<file path="src/adsc_pkg.sv">
package adsc_pkg;

  // default size of one dma block in bytes
  localparam int unsigned BLOCK_BYTES_DEF = 32;

  // depth of the queue between front and back
  localparam int unsigned CMD_DEPTH = 2;

  // request type codes
  localparam logic [2:0] REQ_READ   = 3'd0;
  localparam logic [2:0] REQ_WRITE  = 3'd1;
  localparam logic [2:0] REQ_TICK   = 3'd2;
  localparam logic [2:0] REQ_SAMPLE = 3'd3;
  localparam logic [2:0] REQ_DSPINT = 3'd4;

  // register select codes
  localparam logic [3:0] SEL_DCR     = 4'd0;
  localparam logic [3:0] SEL_ADDR_HI = 4'd1;
  localparam logic [3:0] SEL_ADDR_LO = 4'd2;
  localparam logic [3:0] SEL_LEN     = 4'd3;
  localparam logic [3:0] SEL_BLKCNT  = 4'd4;
  localparam logic [3:0] SEL_CR      = 4'd5;
  localparam logic [3:0] SEL_VOLUME  = 4'd6;
  localparam logic [3:0] SEL_SMPCNT  = 4'd7;
  localparam logic [3:0] SEL_TRIGGER = 4'd8;

  // dsp control register bits
  localparam int unsigned DCR_AIDINT = 3;
  localparam int unsigned DCR_AIDMSK = 4;
  localparam int unsigned DCR_DSPINT = 7;
  localparam int unsigned DCR_DSPMSK = 8;
  // bits that never survive a write: dma, aram and dsp flags, both busy bits
  localparam logic [15:0] DCR_WR_CLEAR = 16'h06A8;

  // stream control register bits
  localparam int unsigned CR_PSTAT   = 0;
  localparam int unsigned CR_INTMSK  = 2;
  localparam int unsigned CR_INT     = 3;
  localparam int unsigned CR_INTVLD  = 4;
  localparam int unsigned CR_SCRESET = 5;
  localparam logic [6:0]  CR_MASK    = 7'h7F;

  localparam int unsigned LEN_EN = 15;

  typedef enum logic [2:0] {
    OP_NONE   = 3'd0,
    OP_READ   = 3'd1,
    OP_WRITE  = 3'd2,
    OP_TICK   = 3'd3,
    OP_SAMPLE = 3'd4,
    OP_DSPINT = 3'd5
  } op_e;

  typedef enum logic [3:0] {
    RG_NONE    = 4'd0,
    RG_DCR     = 4'd1,
    RG_ADDR_HI = 4'd2,
    RG_ADDR_LO = 4'd3,
    RG_LEN     = 4'd4,
    RG_BLKCNT  = 4'd5,
    RG_CR      = 4'd6,
    RG_VOLUME  = 4'd7,
    RG_SMPCNT  = 4'd8,
    RG_TRIGGER = 4'd9
  } rg_e;

  typedef struct packed {
    logic [2:0]  req_type;
    logic [3:0]  reg_sel;
    logic [31:0] wr_data;
    logic [15:0] left_sample;
    logic [15:0] right_sample;
  } in_t;

  typedef struct packed {
    logic [31:0] rd_data;
    logic        dsp_irq;
    logic        ai_irq;
    logic        fetch_valid;
    logic [31:0] fetch_addr;
    logic        stream_valid;
    logic [15:0] stream_left;
    logic [15:0] stream_right;
    logic [2:0]  dsp_control;
  } out_t;

  // classified command handed from front to back
  typedef struct packed {
    op_e         op;
    rg_e         rg;
    logic [31:0] wr_data;
    logic [15:0] left;
    logic [15:0] right;
  } cmd_t;

  typedef struct packed {
    logic full;
    logic empty;
  } q_status_t;

endpackage

</file>
<file path="src/adsc_front.sv">
module adsc_front (
  input  adsc_pkg::in_t      in_i,
  input  logic               push,
  output logic               full,
  input  adsc_pkg::q_status_t q_status_i,
  output logic               enq_o,
  output adsc_pkg::cmd_t     cmd_o
);
  import adsc_pkg::*;

  assign full  = q_status_i.full;
  assign enq_o = push && !q_status_i.full;

  always_comb begin
    cmd_o         = '0;
    cmd_o.wr_data = in_i.wr_data;
    case (in_i.req_type)
      REQ_READ:   cmd_o.op = OP_READ;
      REQ_WRITE:  cmd_o.op = OP_WRITE;
      REQ_TICK:   cmd_o.op = OP_TICK;
      REQ_SAMPLE: cmd_o.op = OP_SAMPLE;
      REQ_DSPINT: cmd_o.op = OP_DSPINT;
      default:    cmd_o.op = OP_NONE;
    endcase
    case (in_i.reg_sel)
      SEL_DCR:     cmd_o.rg = RG_DCR;
      SEL_ADDR_HI: cmd_o.rg = RG_ADDR_HI;
      SEL_ADDR_LO: cmd_o.rg = RG_ADDR_LO;
      SEL_LEN:     cmd_o.rg = RG_LEN;
      SEL_BLKCNT:  cmd_o.rg = RG_BLKCNT;
      SEL_CR:      cmd_o.rg = RG_CR;
      SEL_VOLUME:  cmd_o.rg = RG_VOLUME;
      SEL_SMPCNT:  cmd_o.rg = RG_SMPCNT;
      SEL_TRIGGER: cmd_o.rg = RG_TRIGGER;
      default:     cmd_o.rg = RG_NONE;
    endcase
    // big-endian samples turned around here
    cmd_o.left  = {in_i.left_sample[7:0], in_i.left_sample[15:8]};
    cmd_o.right = {in_i.right_sample[7:0], in_i.right_sample[15:8]};
  end

endmodule

</file>
<file path="src/adsc_fifo.sv">
module adsc_fifo (
  input  logic                clk_i,
  input  logic                rst_ni,
  input  logic                enq_i,
  input  adsc_pkg::cmd_t      cmd_i,
  input  logic                deq_i,
  output adsc_pkg::cmd_t      cmd_o,
  output adsc_pkg::q_status_t status_o
);
  import adsc_pkg::*;

  localparam int unsigned PtrW = (CMD_DEPTH > 1) ? $clog2(CMD_DEPTH) : 1;
  localparam int unsigned CntW = $clog2(CMD_DEPTH + 1);

  cmd_t            mem_q [CMD_DEPTH];
  logic [PtrW-1:0] wr_ptr_q, wr_ptr_d;
  logic [PtrW-1:0] rd_ptr_q, rd_ptr_d;
  logic [CntW-1:0] cnt_q, cnt_d;
  logic            do_enq, do_deq;

  assign do_enq = enq_i && (cnt_q != CntW'(CMD_DEPTH));
  assign do_deq = deq_i && (cnt_q != '0);

  always_comb begin
    wr_ptr_d = wr_ptr_q;
    rd_ptr_d = rd_ptr_q;
    cnt_d    = cnt_q;
    if (do_enq) begin
      wr_ptr_d = (wr_ptr_q == PtrW'(CMD_DEPTH - 1)) ? '0 : wr_ptr_q + 1'b1;
    end
    if (do_deq) begin
      rd_ptr_d = (rd_ptr_q == PtrW'(CMD_DEPTH - 1)) ? '0 : rd_ptr_q + 1'b1;
    end
    if (do_enq && !do_deq) begin
      cnt_d = cnt_q + 1'b1;
    end else if (!do_enq && do_deq) begin
      cnt_d = cnt_q - 1'b1;
    end
  end

  always_ff @(posedge clk_i or negedge rst_ni) begin
    if (!rst_ni) begin
      wr_ptr_q <= '0;
      rd_ptr_q <= '0;
      cnt_q    <= '0;
    end else begin
      wr_ptr_q <= wr_ptr_d;
      rd_ptr_q <= rd_ptr_d;
      cnt_q    <= cnt_d;
    end
  end

  always_ff @(posedge clk_i) begin
    if (do_enq) begin
      mem_q[wr_ptr_q] <= cmd_i;
    end
  end

  assign cmd_o          = mem_q[rd_ptr_q];
  assign status_o.full  = (cnt_q == CntW'(CMD_DEPTH));
  assign status_o.empty = (cnt_q == '0);

endmodule

</file>
<file path="src/adsc_back.sv">
module adsc_back #(
  parameter int unsigned BlockBytes = adsc_pkg::BLOCK_BYTES_DEF
) (
  input  logic           clk_i,
  input  logic           rst_ni,
  input  adsc_pkg::cmd_t cmd_i,
  input  logic           cmd_valid_i,
  output logic           deq_o,
  output adsc_pkg::out_t out_o,
  output logic           out_valid_o,
  input  logic           pop_i
);
  import adsc_pkg::*;

  logic [15:0] dcr_q, dcr_d;
  logic [6:0]  cr_q, cr_d;
  logic [15:0] len_q, len_d;
  logic [14:0] blk_q, blk_d;
  logic [31:0] addr_q, addr_d;
  logic [15:0] sh_hi_q, sh_hi_d;
  logic [15:0] sh_lo_q, sh_lo_d;
  logic        hi_wr_q, hi_wr_d;
  logic        lo_wr_q, lo_wr_d;
  logic [31:0] scnt_q, scnt_d;
  logic [31:0] trig_q, trig_d;
  logic [15:0] vol_q, vol_d;
  logic        dsp_line_q, dsp_line_d;
  logic        ai_line_q, ai_line_d;
  logic        out_valid_q;
  out_t        out_q, res;
  logic        fire;
  logic [31:0] scnt_inc;
  logic [6:0]  cr_wr;

  assign fire  = cmd_valid_i && (!out_valid_q || pop_i);
  assign deq_o = fire;

  assign scnt_inc = scnt_q + 32'd1;
  assign cr_wr    = cmd_i.wr_data[6:0] & CR_MASK;

  always_comb begin
    dcr_d      = dcr_q;
    cr_d       = cr_q;
    len_d      = len_q;
    blk_d      = blk_q;
    addr_d     = addr_q;
    sh_hi_d    = sh_hi_q;
    sh_lo_d    = sh_lo_q;
    hi_wr_d    = hi_wr_q;
    lo_wr_d    = lo_wr_q;
    scnt_d     = scnt_q;
    trig_d     = trig_q;
    vol_d      = vol_q;
    dsp_line_d = dsp_line_q;
    ai_line_d  = ai_line_q;
    res        = '0;

    case (cmd_i.op)
      OP_READ: begin
        case (cmd_i.rg)
          RG_DCR:     res.rd_data = {16'd0, dcr_q};
          RG_ADDR_HI: res.rd_data = {16'd0, sh_hi_q};
          RG_ADDR_LO: res.rd_data = {16'd0, sh_lo_q};
          RG_LEN:     res.rd_data = {16'd0, len_q};
          RG_BLKCNT:  res.rd_data = {17'd0, blk_q};
          RG_CR:      res.rd_data = {25'd0, cr_q};
          RG_VOLUME:  res.rd_data = {16'd0, vol_q};
          RG_SMPCNT:  res.rd_data = scnt_q;
          RG_TRIGGER: res.rd_data = trig_q;
          default:    res.rd_data = '0;
        endcase
      end
      OP_WRITE: begin
        case (cmd_i.rg)
          RG_DCR: begin
            dcr_d      = cmd_i.wr_data[15:0] & ~DCR_WR_CLEAR;
            dsp_line_d = 1'b0;
          end
          RG_ADDR_HI: begin
            sh_hi_d = cmd_i.wr_data[15:0];
            if (lo_wr_q) begin
              hi_wr_d = 1'b0;
              lo_wr_d = 1'b0;
              addr_d  = {cmd_i.wr_data[15:0], sh_lo_q};
            end else begin
              hi_wr_d = 1'b1;
            end
          end
          RG_ADDR_LO: begin
            sh_lo_d = cmd_i.wr_data[15:0];
            if (hi_wr_q) begin
              hi_wr_d = 1'b0;
              lo_wr_d = 1'b0;
              addr_d  = {sh_hi_q, cmd_i.wr_data[15:0]};
            end else begin
              lo_wr_d = 1'b1;
            end
          end
          RG_LEN: begin
            len_d = cmd_i.wr_data[15:0];
            blk_d = cmd_i.wr_data[LEN_EN] ? cmd_i.wr_data[14:0] : '0;
          end
          RG_CR: begin
            cr_d = cr_wr;
            // writing the flag as one acknowledges it
            if (cr_wr[CR_INT]) begin
              cr_d[CR_INT] = 1'b0;
              ai_line_d    = 1'b0;
            end
            if (cr_wr[CR_SCRESET]) begin
              scnt_d           = '0;
              cr_d[CR_SCRESET] = 1'b0;
            end
          end
          RG_VOLUME:  vol_d  = cmd_i.wr_data[15:0];
          RG_TRIGGER: trig_d = cmd_i.wr_data;
          default: ;
        endcase
      end
      OP_TICK: begin
        if (len_q[LEN_EN]) begin
          if (blk_q == '0) begin
            addr_d            = {sh_hi_q, sh_lo_q};
            blk_d             = len_q[14:0];
            dcr_d[DCR_AIDINT] = 1'b1;
            if (dcr_q[DCR_AIDMSK]) begin
              dsp_line_d = 1'b1;
            end
          end else begin
            res.fetch_valid = 1'b1;
            res.fetch_addr  = addr_q;
            addr_d          = addr_q + 32'(BlockBytes);
            blk_d           = blk_q - 1'b1;
          end
        end
      end
      OP_SAMPLE: begin
        res.stream_valid = 1'b1;
        res.stream_left  = cmd_i.left;
        res.stream_right = cmd_i.right;
        if (cr_q[CR_PSTAT]) begin
          scnt_d = scnt_inc;
          if ((scnt_inc >= trig_q) && !cr_q[CR_INTVLD]) begin
            cr_d[CR_INT] = 1'b1;
            if (cr_q[CR_INTMSK]) begin
              ai_line_d = 1'b1;
            end
          end
        end
      end
      OP_DSPINT: begin
        dcr_d[DCR_DSPINT] = 1'b1;
        if (dcr_q[DCR_DSPMSK]) begin
          dsp_line_d = 1'b1;
        end
      end
      default: ;
    endcase

    res.dsp_irq     = dsp_line_d;
    res.ai_irq      = ai_line_d;
    res.dsp_control = dcr_d[2:0];
  end

  always_ff @(posedge clk_i or negedge rst_ni) begin
    if (!rst_ni) begin
      dcr_q       <= '0;
      cr_q        <= '0;
      len_q       <= '0;
      blk_q       <= '0;
      addr_q      <= '0;
      sh_hi_q     <= '0;
      sh_lo_q     <= '0;
      hi_wr_q     <= 1'b0;
      lo_wr_q     <= 1'b0;
      scnt_q      <= '0;
      trig_q      <= '0;
      vol_q       <= '0;
      dsp_line_q  <= 1'b0;
      ai_line_q   <= 1'b0;
      out_valid_q <= 1'b0;
    end else begin
      if (fire) begin
        dcr_q      <= dcr_d;
        cr_q       <= cr_d;
        len_q      <= len_d;
        blk_q      <= blk_d;
        addr_q     <= addr_d;
        sh_hi_q    <= sh_hi_d;
        sh_lo_q    <= sh_lo_d;
        hi_wr_q    <= hi_wr_d;
        lo_wr_q    <= lo_wr_d;
        scnt_q     <= scnt_d;
        trig_q     <= trig_d;
        vol_q      <= vol_d;
        dsp_line_q <= dsp_line_d;
        ai_line_q  <= ai_line_d;
      end
      if (fire) begin
        out_valid_q <= 1'b1;
      end else if (pop_i) begin
        out_valid_q <= 1'b0;
      end
    end
  end

  always_ff @(posedge clk_i) begin
    if (fire) begin
      out_q <= res;
    end
  end

  assign out_o       = out_q;
  assign out_valid_o = out_valid_q;

endmodule

</file>
<file path="src/audio_dma_and_stream_counter.sv">
// audio interface register block: dsp control, audio dma walker, stream sample counter
//
// input channel: one beat per push while full is low. a beat is a register read or write,
// a dma block tick, a stream sample pair or a dsp interrupt event.
// result channel: one result beat per input beat, in order. the result is on out_data_o
// while empty is low and leaves on a cycle with pop high.
//
// a taken beat is decoded by the front and parked in the two-entry command queue; the back
// executes it once it reaches the head and the result slot is free or draining, and its
// result is captured in the result register.
// throughput: one beat per cycle while pop keeps draining the result register.
//
// stall: when pop stays low the result register holds, the back stops, the command queue
// fills with up to two more beats and then full rises. no beat is lost.
// reset: the control registers, the dma address and counters clear, the queue comes up empty.
module audio_dma_and_stream_counter #(
  parameter int unsigned BlockBytes = adsc_pkg::BLOCK_BYTES_DEF
) (
  input  logic           clk_i,
  input  logic           rst_ni,
  input  logic           push,
  output logic           full,
  input  adsc_pkg::in_t  in_data_i,
  output logic           empty,
  input  logic           pop,
  output adsc_pkg::out_t out_data_o
);
  import adsc_pkg::*;

  // front to queue
  cmd_t      front_cmd;
  logic      front_enq;
  q_status_t q_status;

  // queue to back
  cmd_t      head_cmd;
  logic      back_deq;
  logic      out_valid;

  // front: handshake and decode of request type, register select, sample swap
  adsc_front u_front (
    .in_i       (in_data_i),
    .push       (push),
    .full       (full),
    .q_status_i (q_status),
    .enq_o      (front_enq),
    .cmd_o      (front_cmd)
  );

  // command queue lets the front keep taking beats while results wait
  adsc_fifo u_fifo (
    .clk_i    (clk_i),
    .rst_ni   (rst_ni),
    .enq_i    (front_enq),
    .cmd_i    (front_cmd),
    .deq_i    (back_deq),
    .cmd_o    (head_cmd),
    .status_o (q_status)
  );

  // back: register file, dma walker, sample counter, result register
  adsc_back #(
    .BlockBytes (BlockBytes)
  ) u_back (
    .clk_i       (clk_i),
    .rst_ni      (rst_ni),
    .cmd_i       (head_cmd),
    .cmd_valid_i (!q_status.empty),
    .deq_o       (back_deq),
    .out_o       (out_data_o),
    .out_valid_o (out_valid),
    .pop_i       (pop)
  );

  assign empty = !out_valid;

  // a taken beat is always waiting in the queue on the next cycle
  a_push_lands : assert property (@(posedge clk_i) disable iff (!rst_ni)
    (push && !full) |=> !q_status.empty)
    else $error("accepted beat missing from command queue");

  // the back only executes when the result slot is free or draining
  a_no_overwrite : assert property (@(posedge clk_i) disable iff (!rst_ni)
    (back_deq && out_valid) |-> pop)
    else $error("result overwritten before it was taken");

  // a result never carries both a fetch and a stream sample
  a_one_kind : assert property (@(posedge clk_i) disable iff (!rst_ni)
    !empty |-> !(out_data_o.fetch_valid && out_data_o.stream_valid))
    else $error("fetch and stream in one result");

  // no fetch address without a fetch
  a_fetch_zero : assert property (@(posedge clk_i) disable iff (!rst_ni)
    (!empty && !out_data_o.fetch_valid) |-> (out_data_o.fetch_addr == 32'd0))
    else $error("fetch address without fetch");

endmodule
</file>
<file path="config.mk">
export PLATFORM = sky130hd
export DESIGN_NAME = audio_dma_and_stream_counter
export DESIGN_NICKNAME = d
export VERILOG_FILES = /design/src/adsc_pkg.sv /design/src/adsc_front.sv /design/src/adsc_fifo.sv /design/src/adsc_back.sv /design/src/audio_dma_and_stream_counter.sv
export SDC_FILE = /design/constraint.sdc
export NUM_CORES = 1
export LEC_CHECK = 0
export ABC_AREA = 0
export BUFFER_PORTS_ARGS = -buffer_cell sky130_fd_sc_hd__buf_2
export CAP_MARGIN = 20
export CORE_MARGIN = 2
export CORE_UTILIZATION = 60
export DETAILED_ROUTE_END_ITERATION = 10
export HOLD_SLACK_MARGIN = 0.06
export PLACE_DENSITY = 0.88
export SYNTH_ARGS = -nofsm -noshare
export SYNTH_HDL_FRONTEND = slang
export SYNTH_SLANG_ARGS = --single-unit
</file>
<file path="constraint.sdc">
create_clock -name clk_i -period 4.6 [get_ports clk_i]
set_input_delay 0.69 -clock clk_i [delete_from_list [all_inputs] [get_ports clk_i]]
set_output_delay 0.69 -clock clk_i [all_outputs]
set_load 0.05 [all_outputs]
</file>
# Yosys cells after proc, flatten, opt, wreduce, memory -nomap -nowiden

Memories as Yosys holds them, arrays and structs flattened.
Index checks and enable logic that the tools add are counted.

Equal/unequal tests: 31
Order comparisons: 1
Bitwise logic cells: 2
Multiplexer cells: 53
Add/sub/neg operators: 7
Reduce and logical (&&, ||, !) cells: 40

Operators with widths:

| operator                | number |
|---|---|
| $pmux W32 S9            | 1 |
| $mux W32                | 7 |
| $pmux W32 S2            | 3 |
| $mux W33                | 2 |
| $mux W15                | 4 |
| $add A32 B1 Y32 const B | 1 |
| $add A32 B6 Y32 const B | 1 |
| $ge A32 B32 Y1          | 1 |
| $pmux W15 S2            | 1 |
| $reduce_and A3 Y1       | 9 |
| $mux W1                 | 22 |
| $eq A4 B3 Y1 const B    | 4 |
| $logic_not A15 Y1       | 1 |
| $pmux W3 S5             | 1 |
| $reduce_and A5 Y1       | 3 |
| $sub A15 B1 Y15 const B | 1 |
| $reduce_bool A2 Y1      | 7 |
| $eq A3 B2 Y1 const B    | 4 |
| $pmux W1 S2             | 6 |
| $ne A2 B1 Y1 const B    | 5 |
| $eq A3 B3 Y1 const B    | 3 |
| $eq A4 B2 Y1 const B    | 2 |
| $eq A4 B4 Y1 const B    | 2 |
| $mux W8                 | 1 |
| 23 further kinds        | 42 |

Register bits: 306
ROM bits: 64
RAM bits: 142
Memories: 2
Input bits: 75
Output and inout bits: 105
Word-level logic and storage cells: 167

Memory list:

| name            | words | width | rd ports | clocked after memory_dff | wr ports | line             | text |
|---|---|---|---|---|---|---|---|
| u_fifo.mem_q    | 2     | 71    | 1        | 0                        | 1        | adsc_fifo.sv:15  | `cmd_t mem_q [CMD_DEPTH];` |
| (no name shown) | 16    | 4     | 1        | 0                        | 0        | adsc_front.sv:25 | `case (in_i.reg_sel)` |

# Depth between registers and ports, before layout

Gate-level depths: netlist of run 1.

Depth in word-level cells: 8
Mapped depth: 14
Mapped depth without buffers: 13

# Cells and area by module

A second synthesis of run 1 with hierarchy kept.

Cell total of the unflattened synthesis: 1,767
Area, all modules: 21,958.6 um^2

By module, submodules not included:

| module                       | times used | cells each | sequential area each (um^2) | area an instance (um^2) |
|---|---|---|---|---|
| adsc_back                    | 1          | 1,441      | 8,072.7                     | 15,668.8 |
| adsc_fifo                    | 1          | 240        | 4,364.2                     | 5,670.4 |
| adsc_front                   | 1          | 84         | 0.0                         | 611.8 |
| audio_dma_and_stream_counter | 1          | 2          | 0.0                         | 7.5 |

# Least setup slack after synthesis of run 1

Ideal clock, no wire load.

Kind: input port to flip-flop
Start point: input port push
End point: memory u_fifo.mem_q[0][0] (netlist bit) (enable)
Stages: 2
Arrival: 3,744 ps
Setup slack: 356 ps
Required time: 4,100 ps
Library setup time: 500 ps
Path buffers: 0
Path through: nand2_1 -> nor2_1

Cells in the longest elaborated chain, start to end: 4

RTL lines:

| element                       | line                               | text |
|---|---|---|
| start, declared               | audio_dma_and_stream_counter.sv:21 | `input logic push,` |
| $logic_and A1 B1 Y1           | adsc_front.sv:12                   | `assign enq_o = push && !q_status_i.full;` |
| $logic_and A1 B1 Y1           | adsc_fifo.sv:21                    | `assign do_enq = enq_i && (cnt_q != CntW'(CMD_DEPTH));` |
| $mux W1                       | adsc_fifo.sv:54                    | `if (do_enq) begin` |
| $mux W1 (implied by the code) | adsc_fifo.sv:55                    | `mem_q[wr_ptr_q] <= cmd_i;` |
| end, declared                 | adsc_fifo.sv:15                    |  |

Every way passes these cells.

# Worst setup path in the final report of run 1

Start point: register u_back.scnt_q[3]
End point: register u_back.out_q, in the netlist u_back.out_o[69] (data pin)

Cells in the longest elaborated chain, start to end: 6

RTL lines:

| element                | line             | text |
|---|---|---|
| start, declared        | adsc_back.sv:24  | `logic [31:0] scnt_q, scnt_d;` |
| start signal, assigned | adsc_back.sv:193 | `scnt_q <= scnt_d;` |
| $add A32 B1 Y32        | adsc_back.sv:38  | `assign scnt_inc = scnt_q + 32'd1;` |
| $ge A32 B32 Y1         | adsc_back.sv:143 | `if ((scnt_inc >= trig_q) && !cr_q[CR_INTVLD]) begin` |
| $logic_and A1 B1 Y1    | adsc_back.sv:143 |  |
| $mux W1                | adsc_back.sv:143 |  |
| $mux W1                | adsc_back.sv:141 | `if (cr_q[CR_PSTAT]) begin` |
| $pmux W1 S2            | adsc_back.sv:58  | `case (cmd_i.op)` |
| via u_back.ai_line_d   | adsc_back.sv:28  | `logic ai_line_q, ai_line_d;` |
| end signal, assigned   | adsc_back.sv:209 | `out_q <= res;` |
| end, declared          | adsc_back.sv:30  | `out_t out_q, res;` |

The timed path passes the listed nets, and every way through them passes these cells.
A chain may end at the register's enable or synchronous reset.

==> impl_table.tex, run 1 <==
\begin{tabular}{lr}
\hline
Metric & Value \\
\hline
\multicolumn{2}{l}{\textbf{Timing}} \\
\quad Worst Clk Skew & 19.4 ps \\
\quad Slew margin rel. & 24.8\% \\
\quad Achievable frequency & about 240 MHz \\
\quad Pins Over Slew Limit & 0 \\
\quad Fin crit share & 89.8\% \\
\quad RSZ-0062 raised after global routing & no \\
\quad Fin. Hold Viols & 0 \\
\quad Time the worst path needs with I/O delays and setup & 4130 ps \\
\quad Fin Setup TNS & 0 ps \\
\quad \# setup viols final & 0 \\
\quad Transition time of the tightest slew-check pin & 1120 ps \\
\multicolumn{2}{l}{\textbf{Logic synthesis}} \\
\quad Top cells by area in the synthesized netlist & edfxtp\_1, dfrtp\_1, o21ai\_0 \\
\quad Area share of the largest cell type after synthesis & 35.8\% \\
\quad Fraction of synthesized cell area in xor and xnor cells & 2.26\% \\
\quad Biggest area consumer among synthesized cells & edfxtp\_1 \\
\quad Synthesis-stage register bit count & 448 \\
\quad Summed instance area of the synthesized netlist & 20600 sq um \\
\quad Top cells by count, synth & edfxtp\_1, dfrtp\_1, nand2\_1 \\
\quad Count of synthesis-stage warnings from yosys & 0 \\
\quad Fraction of the mapped netlist area in compound gates & 14.9\% \\
\quad Seq/Total Area, Yosys & 60.5\% \\
\quad Multiplexer share of the synthesized area & around 4.4\% \\
\quad Most common cell in the synthesized netlist & edfxtp\_1 \\
\quad Async SR Flop Fraction & 45.3\% \\
\quad Largest family of logic cells by synthesized area & compound AO/OA/AOI/OAI gates \\
\quad Yosys cell types & 80 \\
\quad Arithmetic-cell share of the synthesized area counting full adders, half adders and majority gates & 2.37\% \\
\quad Dominant register cell in the synthesized netlist & edfxtp\_1 \\
\quad Synthesized instance count & 1791 \\
\quad Synth Area in Simple Gates & 12.3\% \\
\quad EDFF count, synth & 245 \\
\quad Syn Area/Cell & 11.5 sq um \\
\quad Number of nets in the synthesized netlist & 1905 \\
\multicolumn{2}{l}{\textbf{Floorplanning}} \\
\quad Number of placement rows & 67 \\
\quad Floorplan core area & 33600 sq um \\
\quad Effective utilization at floorplan & roughly 61\% \\
\quad DIE HEIGHT & 189 microns \\
\quad Number of I/O pins & 180 \\
\quad DIE WIDTH & around 190 microns \\
\quad Die outline area & approximately 36000 sq um \\
\multicolumn{2}{l}{\textbf{Power}} \\
\quad Leakage dissipation & 0.00944 uW \\
\quad Post-layout power & 15500 uW \\
\quad Power per Cell Area & 659 nW/um\^{}2 \\
\quad Peak VDD IR & 0.537 mV \\
\multicolumn{2}{l}{\textbf{Placed design}} \\
\quad RD Place Congestion & slightly below 1 \\
\quad Cell area reported after detailed placement & 21900 sq um \\
\quad Final HPWL DP & $\sim$36 mm \\
\quad Port Buffers & 179 \\
\multicolumn{2}{l}{\textbf{Drt}} \\
\quad Average vias per placed instance & 6.40 \\
\quad Vias post-DR & 15600 \\
\quad Iteration-0 DRC Markers & 1967 \\
\quad Final Routed Wirelength & 54.2 mm \\
\quad Pre-antenna DRT Iters & 9 \\
\quad Routed wire per std cell & approximately 22 microns \\
\quad Number of remaining DRC errors & 0 \\
\quad Residual antenna-violating net count after detailed routing & 0 \\
\multicolumn{2}{l}{\textbf{Setup path}} \\
\quad Required @ worst endpoint & 4890 ps \\
\quad Maximum fanout along the worst path & 8 \\
\quad Series of cell instances along the critical path & nand3\_1 -> or4\_4 -> nor4\_2 -> nand3\_1 -> xnor2\_1 -> ha\_1 -> a21oi\_1 -> nand2\_1 -> a221oi\_1 -> o21ai\_0 -> o21ai\_0 -> o21ai\_0 \\
\quad CP dominant cell by count & o21ai\_0 \\
\quad Capturing element type of the critical path & flop \\
\quad Worst reg-to-reg setup slack & 470 ps \\
\quad Crit Path Class & flop to flop \\
\quad Master of the slowest instance on the critical path & or4\_4 \\
\quad Arrival time worst endpoint & approximately 4400 ps \\
\quad CP top delay family & simple AND/OR/NAND/NOR gates \\
\quad Maximum single-stage delay on the critical path & 610 ps \\
\quad WP buf/inv & 0 \\
\quad Startpoint types & flop \\
\multicolumn{2}{l}{\textbf{Global routing}} \\
\quad Total track usage & between 30\% and 40\% \\
\quad Total congestion overflow & 0 \\
\quad Number of antenna violations at the first check in global routing & 1 \\
\quad Vias in the first global route & 15300 \\
\quad Largest net degree at the start of global routing & 115 \\
\quad Wire length of the first global-routing pass & 85.3 mm \\
\multicolumn{2}{l}{\textbf{Final layout}} \\
\quad Net count of the finished layout & a little over 2000 \\
\quad Share of layout cells above drive strength 1 & 16.5\% \\
\quad Fin area & between 20000 and 25000 sq um \\
\quad Area growth from synthesis to layout & 14.2\% \\
\quad Post-Route Utilization & 69.8\% \\
\quad Antenna cell count & 0 \\
\multicolumn{2}{l}{\textbf{Clock network}} \\
\quad CTS HTree Levels & 2 \\
\quad Clock-pin transition on the worst setup and hold timing paths & 60 ps \\
\quad TritonCTS Sinks & around 450 \\
\quad Clock latency of the later-clocked register in the worst-skew pair & around 560 ps \\
\quad Post-CTS setup buffer count & 0 \\
\quad Hold\_buf cts & 0 \\
\quad Total clock buffers created by CTS & 45 \\
\quad TritonCTS clock tree & built \\
\quad Post\_cts resized & 0 \\
\quad Maximum clock path buffer count & 3 \\
\quad Clock Root Buffer & clkbuf\_16 \\
\multicolumn{2}{l}{\textbf{Outcome}} \\
\quad Result of the run & completed \\
\multicolumn{2}{l}{\textbf{Flow run}} \\
\quad Count of max-cap constraint violations & 0 \\
\multicolumn{2}{l}{\textbf{Hold path}} \\
\quad Worst min path class & primary input to async pin \\
\hline
\end{tabular}
[state kept, by name (all words and copies together), names as in the netlist]
| name | count |
|---|---|
| u_back.out_o | 103 |
| u_fifo.mem_q | 142 |
| u_fifo.cnt_q | 2 |
| u_back.len_q | 16 |
| u_back.scnt_q | 32 |
| u_back.addr_q | 32 |
| u_back.sh_hi_q | 16 |
| u_back.cr_q | 6 |
| u_back.sh_lo_q | 16 |
| u_back.trig_q | 32 |
| u_back.dsp_line_q | 1 |
| u_back.dcr_q | 13 |
| u_back.lo_wr_q | 1 |
| u_back.blk_q | 15 |
| u_back.ai_line_q | 1 |
| u_fifo.wr_ptr_q | 1 |
| u_fifo.rd_ptr_q | 1 |
| u_back.hi_wr_q | 1 |
| u_back.vol_q | 16 |
| u_back.out_valid_o | 1 |
[metrics by stage]
step | std cells | setup WS (ps) | hold WS (ps)
6_report | 2435 | 471 | 266
5_1_grt | 2435 | 246 | 300
4_1_cts | 2434 | 500 | 295
3_5_place_dp | 2350 | 591 | 470
3_3_place_gp | 2349 | 736 | 462
2_1_floorplan | 1791 | 356 | 394
[power by group]
part	switching (uW)	leakage, uW	internal [uW]
logic	3660	0.00363	1440
clock network	1570	0.000765	2310
registers	910	0.00504	5580
[cell usage in the layout, fill, tap and decap left out, drive strengths merged, types with 5 or more instances in the layout]
master and count:
bufinv 8, nand3b 5, nor3 14, a222oi 14
a22o 13, o21a 10, a221oi 10, nand4 21
nor2 145, nor4 10, a21oi 99, edfxtp 245
clkinv 15, o211ai 7, buf 219, mux2i 78
ha 39, or4 5, and2 43, and3 13
or3 6, nand2 194, a22oi 43, o31ai 19
and4 8, mux2 9, xor2 17, dfrtp 203
inv 51, o21ai 180, clkbuf 59, nand2b 8
o221ai 14, o2bb2ai 6, a211oi 6, a31oi 17
xnor2 36, nand3 41
[layer usage]
metal  part of all wire (%)  wire length [microns]  vias to the layer above  global-route usage, %
met3                     10                   5590                      214                   7.47
li1                       -                      -                     6928                      -
met1                     38                  20800                     7454                   41.3
met2                     45                  24500                      975                   46.7
met5                  0.020                     11                        -                      0
met4                    6.0                   3240                        2                   15.6
[worst paths after layout]
kind / startpoint / end / depth (start not counted)
min in group clk_i: in_data_i[27] / u_fifo.mem_q[0][19]$_DFFE_PP_ / 1
max in group asynchronous: rst_ni / u_back.addr_q[27]$_DFFE_PN0P_ / 2
min: rst_ni / u_back.scnt_q[25]$_DFFE_PN0P_ / 1
max reg2reg: u_back.scnt_q[3]$_DFFE_PN0P_ / u_back.out_o[69]$_DFFE_PP_ / 12
min reg2reg: u_back.trig_q[14]$_DFFE_PN0P_ / u_back.trig_q[14]$_DFFE_PN0P_ / 2
max: u_back.scnt_q[3]$_DFFE_PN0P_ / u_back.out_o[69]$_DFFE_PP_ / 12
[final cells by class]
type | count | area [sq um]
Fill cell | 2331 | 10100
Clock buffer | 58 | 1190
Tap cell | 448 | 561
Multi-Input combinational cell | 1186 | 7470
Clock inverter | 26 | 388
Inverter | 49 | 186
Sequential cell | 448 | 12400
Timing Repair Buffer | 220 | 1220
[cell families (layout without fill, tap and decap cells)]
group,count (synthesis),in the layout
buffers and inverters,157,353
DFF,448,448
AOI/OAI and AO/OA,477,477
and+or+nand+nor,530,530
muxes,87,87
adders and majority gates,39,39
xor gates and xnor gates,53,53
Note: power is estimated with default switching activity, not from simulation.
==> run 2, diff against run 1 <==
Settings changed: BUFFER_PORTS_ARGS -buffer_cell sky130_fd_sc_hd__buf_2 to -buffer_cell sky130_fd_sc_hd__buf_4.
==> run 2 against run 1 <==
Core utilization rose by 1.6 points. Final cell count grew 0.21%. Clock skew grew 17 ps. Setup slack got worse by 50 ps. First-iteration DRC count decreased by 5.3%. Register-to-register slack worse by 50 ps. Non-clock buffer count increased by 5. Sequential share of layout area down 1.2 points. Final area rose by 2.3%.
==> impl_table.tex, run 2 (synthesis results as in run 1) <==
\begin{tabular}{lr}
\hline
Metric & Value \\
\hline
\multicolumn{2}{l}{\textbf{Final layout}} \\
\quad Most frequent standard cell in the layout excluding fill and tap cells & edfxtp\_1 \\
\quad Commonest non-fill, non-tap cells in the layout & edfxtp\_1, buf\_4, dfrtp\_1 \\
\quad Post-Route Utilization & 71.4\% (+1.6 points) \\
\quad Area growth from synthesis to layout & 16.8\% \\
\quad Number of flip-flops under the largest register name & 142 (unchanged) \\
\quad Share of layout cells above drive strength 1 & 17.0\% (+0.51 points) \\
\quad Fillcell total & 2254 (-3.3\%) \\
\quad Top reg by flops & u\_fifo.mem\_q \\
\quad Antenna cell count & 0 (unchanged) \\
\quad Net count of the finished layout & 2069 (+0.24\%) \\
\multicolumn{2}{l}{\textbf{Drt}} \\
\quad Final Routed Wirelength & 54.6 mm (+0.85\%) \\
\quad Pre-antenna DRT Iters & 8 (-1) \\
\quad Average vias per placed instance & 6.35 (-0.67\%) \\
\quad Number of remaining DRC errors & 0 (unchanged) \\
\quad Iteration-0 DRC Markers & 1862 (-5.3\%) \\
\quad Vias post-DR & 15500 (-0.47\%) \\
\quad Residual antenna-violating net count after detailed routing & 0 (unchanged) \\
\quad Routed wire per std cell & 22.4 microns (+0.64\%) \\
\multicolumn{2}{l}{\textbf{Hold path}} \\
\quad Worst min path class & primary input to async pin \\
\multicolumn{2}{l}{\textbf{Power}} \\
\quad Power per Cell Area & 656 nW/um\^{}2 (-0.43\%) \\
\quad Leakage dissipation & 0.00959 uW (+1.7\%) \\
\quad Peak VDD IR & 0.451 mV (-16\%) \\
\multicolumn{2}{l}{\textbf{Floorplanning}} \\
\quad DIE WIDTH & 189 microns (unchanged) \\
\quad Number of placement rows & 67 (unchanged) \\
\quad Effective utilization at floorplan & 61.1\% (unchanged) \\
\quad Number of I/O pins & 180 (unchanged) \\
\quad Floorplan core area & 33600 sq um (unchanged) \\
\quad Die outline area & 35800 sq um (unchanged) \\
\quad DIE HEIGHT & 189 microns (unchanged) \\
\multicolumn{2}{l}{\textbf{Clock network}} \\
\quad Clock-pin transition on the worst setup and hold timing paths & 70 ps (about the same) \\
\quad Clock Root Buffer & clkbuf\_16 \\
\quad Post-CTS setup buffer count & 0 (unchanged) \\
\quad TritonCTS Sinks & 448 (unchanged) \\
\quad Post\_cts resized & 0 (unchanged) \\
\quad Maximum clock path buffer count & 3 (unchanged) \\
\quad CTS HTree Levels & 2 (unchanged) \\
\quad Hold\_buf cts & 0 (unchanged) \\
\quad TritonCTS clock tree & built \\
\quad Total clock buffers created by CTS & 45 (unchanged) \\
\quad Clock latency of the later-clocked register in the worst-skew pair & 590 ps (+30 ps) \\
\multicolumn{2}{l}{\textbf{Placed design}} \\
\quad Port Buffers & 179 (unchanged) \\
\quad RD Place Congestion & 0.979 (+1.4\%) \\
\quad Final HPWL DP & 36.9 mm (+2.0\%) \\
\multicolumn{2}{l}{\textbf{Timing}} \\
\quad RSZ-0062 raised after global routing & no \\
\quad Achievable frequency & 239 MHz (-1.2\%) \\
\quad Time the worst path needs with I/O delays and setup & 4180 ps (+49.6 ps) \\
\quad \# setup viols final & 0 (unchanged) \\
\quad Fin crit share & 90.8\% (+1.1 points) \\
\quad Pins Over Slew Limit & 0 (unchanged) \\
\quad Fin Setup TNS & 0 ps (unchanged) \\
\quad Worst Clk Skew & 36.0 ps (+16.7 ps) \\
\quad Fin. Hold Viols & 0 (unchanged) \\
\quad Slew margin rel. & 22.1\% (-2.7 points) \\
\quad Transition time of the tightest slew-check pin & 1160 ps (+39.8 ps) \\
\multicolumn{2}{l}{\textbf{Setup path}} \\
\quad Series of cell instances along the critical path & nand3\_1 -> or4\_4 -> nor4\_2 -> nand4\_1 -> xnor2\_1 -> ha\_1 -> a21oi\_1 -> nand2\_1 -> a221oi\_1 -> o21ai\_0 -> o21ai\_0 -> o21ai\_0 \\
\quad CP top delay family & simple AND/OR/NAND/NOR gates \\
\quad Maximum single-stage delay on the critical path & 610 ps (about the same) \\
\quad WP buf/inv & 0 (unchanged) \\
\quad Required @ worst endpoint & 4920 ps (+30 ps) \\
\quad Arrival time worst endpoint & 4500 ps (+80 ps) \\
\quad Startpoint types & flop \\
\quad Capturing element type of the critical path & flop \\
\quad CP dominant cell by count & o21ai\_0 \\
\quad Master of the slowest instance on the critical path & or4\_4 \\
\quad Crit Path Class & flop to flop \\
\quad Maximum fanout along the worst path & 8 (unchanged) \\
\multicolumn{2}{l}{\textbf{Global routing}} \\
\quad Wire length of the first global-routing pass & 84.4 mm (-1.0\%) \\
\quad Total track usage & 30.5\% (-0.10 points) \\
\quad Vias in the first global route & 14900 (-2.2\%) \\
\quad Total congestion overflow & 0 (unchanged) \\
\quad Number of antenna violations at the first check in global routing & 0 (-1) \\
\quad Largest net degree at the start of global routing & 92 (-20\%) \\
\multicolumn{2}{l}{\textbf{Outcome}} \\
\quad Result of the run & completed \\
\multicolumn{2}{l}{\textbf{Flow run}} \\
\quad Count of max-cap constraint violations & 0 (unchanged) \\
\hline
\end{tabular}
[run 2: changes by cell type in the layout (fill, tap and decap cells not counted), moves of 2 or more]
| cell | before | now |
|---|---|---|
| clkinv_16 | 1 | 3 |
| clkinvlp_4 | 1 | 5 |
| buf_4 | 40 | 221 |
| clkbuf_1 | 11 | 9 |
| clkinv_1 | 6 | 3 |
| buf_2 | 178 | 0 |
[run 2: per-stage QoR]
stage / setup WS (ps) / power [uW] / cell area (sq um) / instances / hold slack, ps
2_1_floorplan: 356 / 9880 / 20600 / 1791 / 394
3_3_place_gp: 717 / 11500 / 22300 / 2352 / 463
3_5_place_dp: 567 / 11700 / 22400 / 2354 / 471
4_1_cts: 503 / 15700 / 24000 / 2438 / 185
5_1_grt: 144 / 16400 / 24000 / 2440 / 196
6_report: 422 / 15800 / 24000 / 2440 / 147
[run 2: area by class of cell]
type | count | area, sq um | share of cell area, %
well taps | 448 | 561 | 2.33
inverters | 49 | 186 | 0.776
multi-input cells | 1186 | 7470 | 31.1
clock buffers | 56 | 1190 | 4.94
clock inverters | 28 | 435 | 1.81
repair buffers | 225 | 1730 | 7.20
flip-flops and latches | 448 | 12400 | 51.8
[run 2: layer usage]
layer	global-route usage [%]	wire, microns
met1	41.7	21600
met3	7.21	5200
met5	0	0
met4	14.9	2960
met2	46.5	24900
[run 2: final timing paths]
path,start,endpoint,depth (start not counted),slack (ps)
max,u_back.scnt_q[3]$_DFFE_PN0P_,u_back.out_o[69]$_DFFE_PP_,12,420
min,rst_ni,u_back.scnt_q[28]$_DFFE_PN0P_,1,150
max reg2reg,u_back.scnt_q[3]$_DFFE_PN0P_,u_back.out_o[69]$_DFFE_PP_,12,420
min reg2reg,u_back.cr_q[2]$_DFFE_PN0P_,u_back.cr_q[2]$_DFFE_PN0P_,2,480
max in group asynchronous,rst_ni,u_fifo.rd_ptr_q$_DFFE_PN0P_,2,3420
min in group clk_i,in_data_i[50],u_fifo.mem_q[1][50]$_DFFE_PP_,1,280
[run 2: power breakdown]
part,total [uW],internal [uW],switching [uW]
Clock,3940,2320,1620
Combinational,5280,1660,3620
Sequential,6540,5580,954
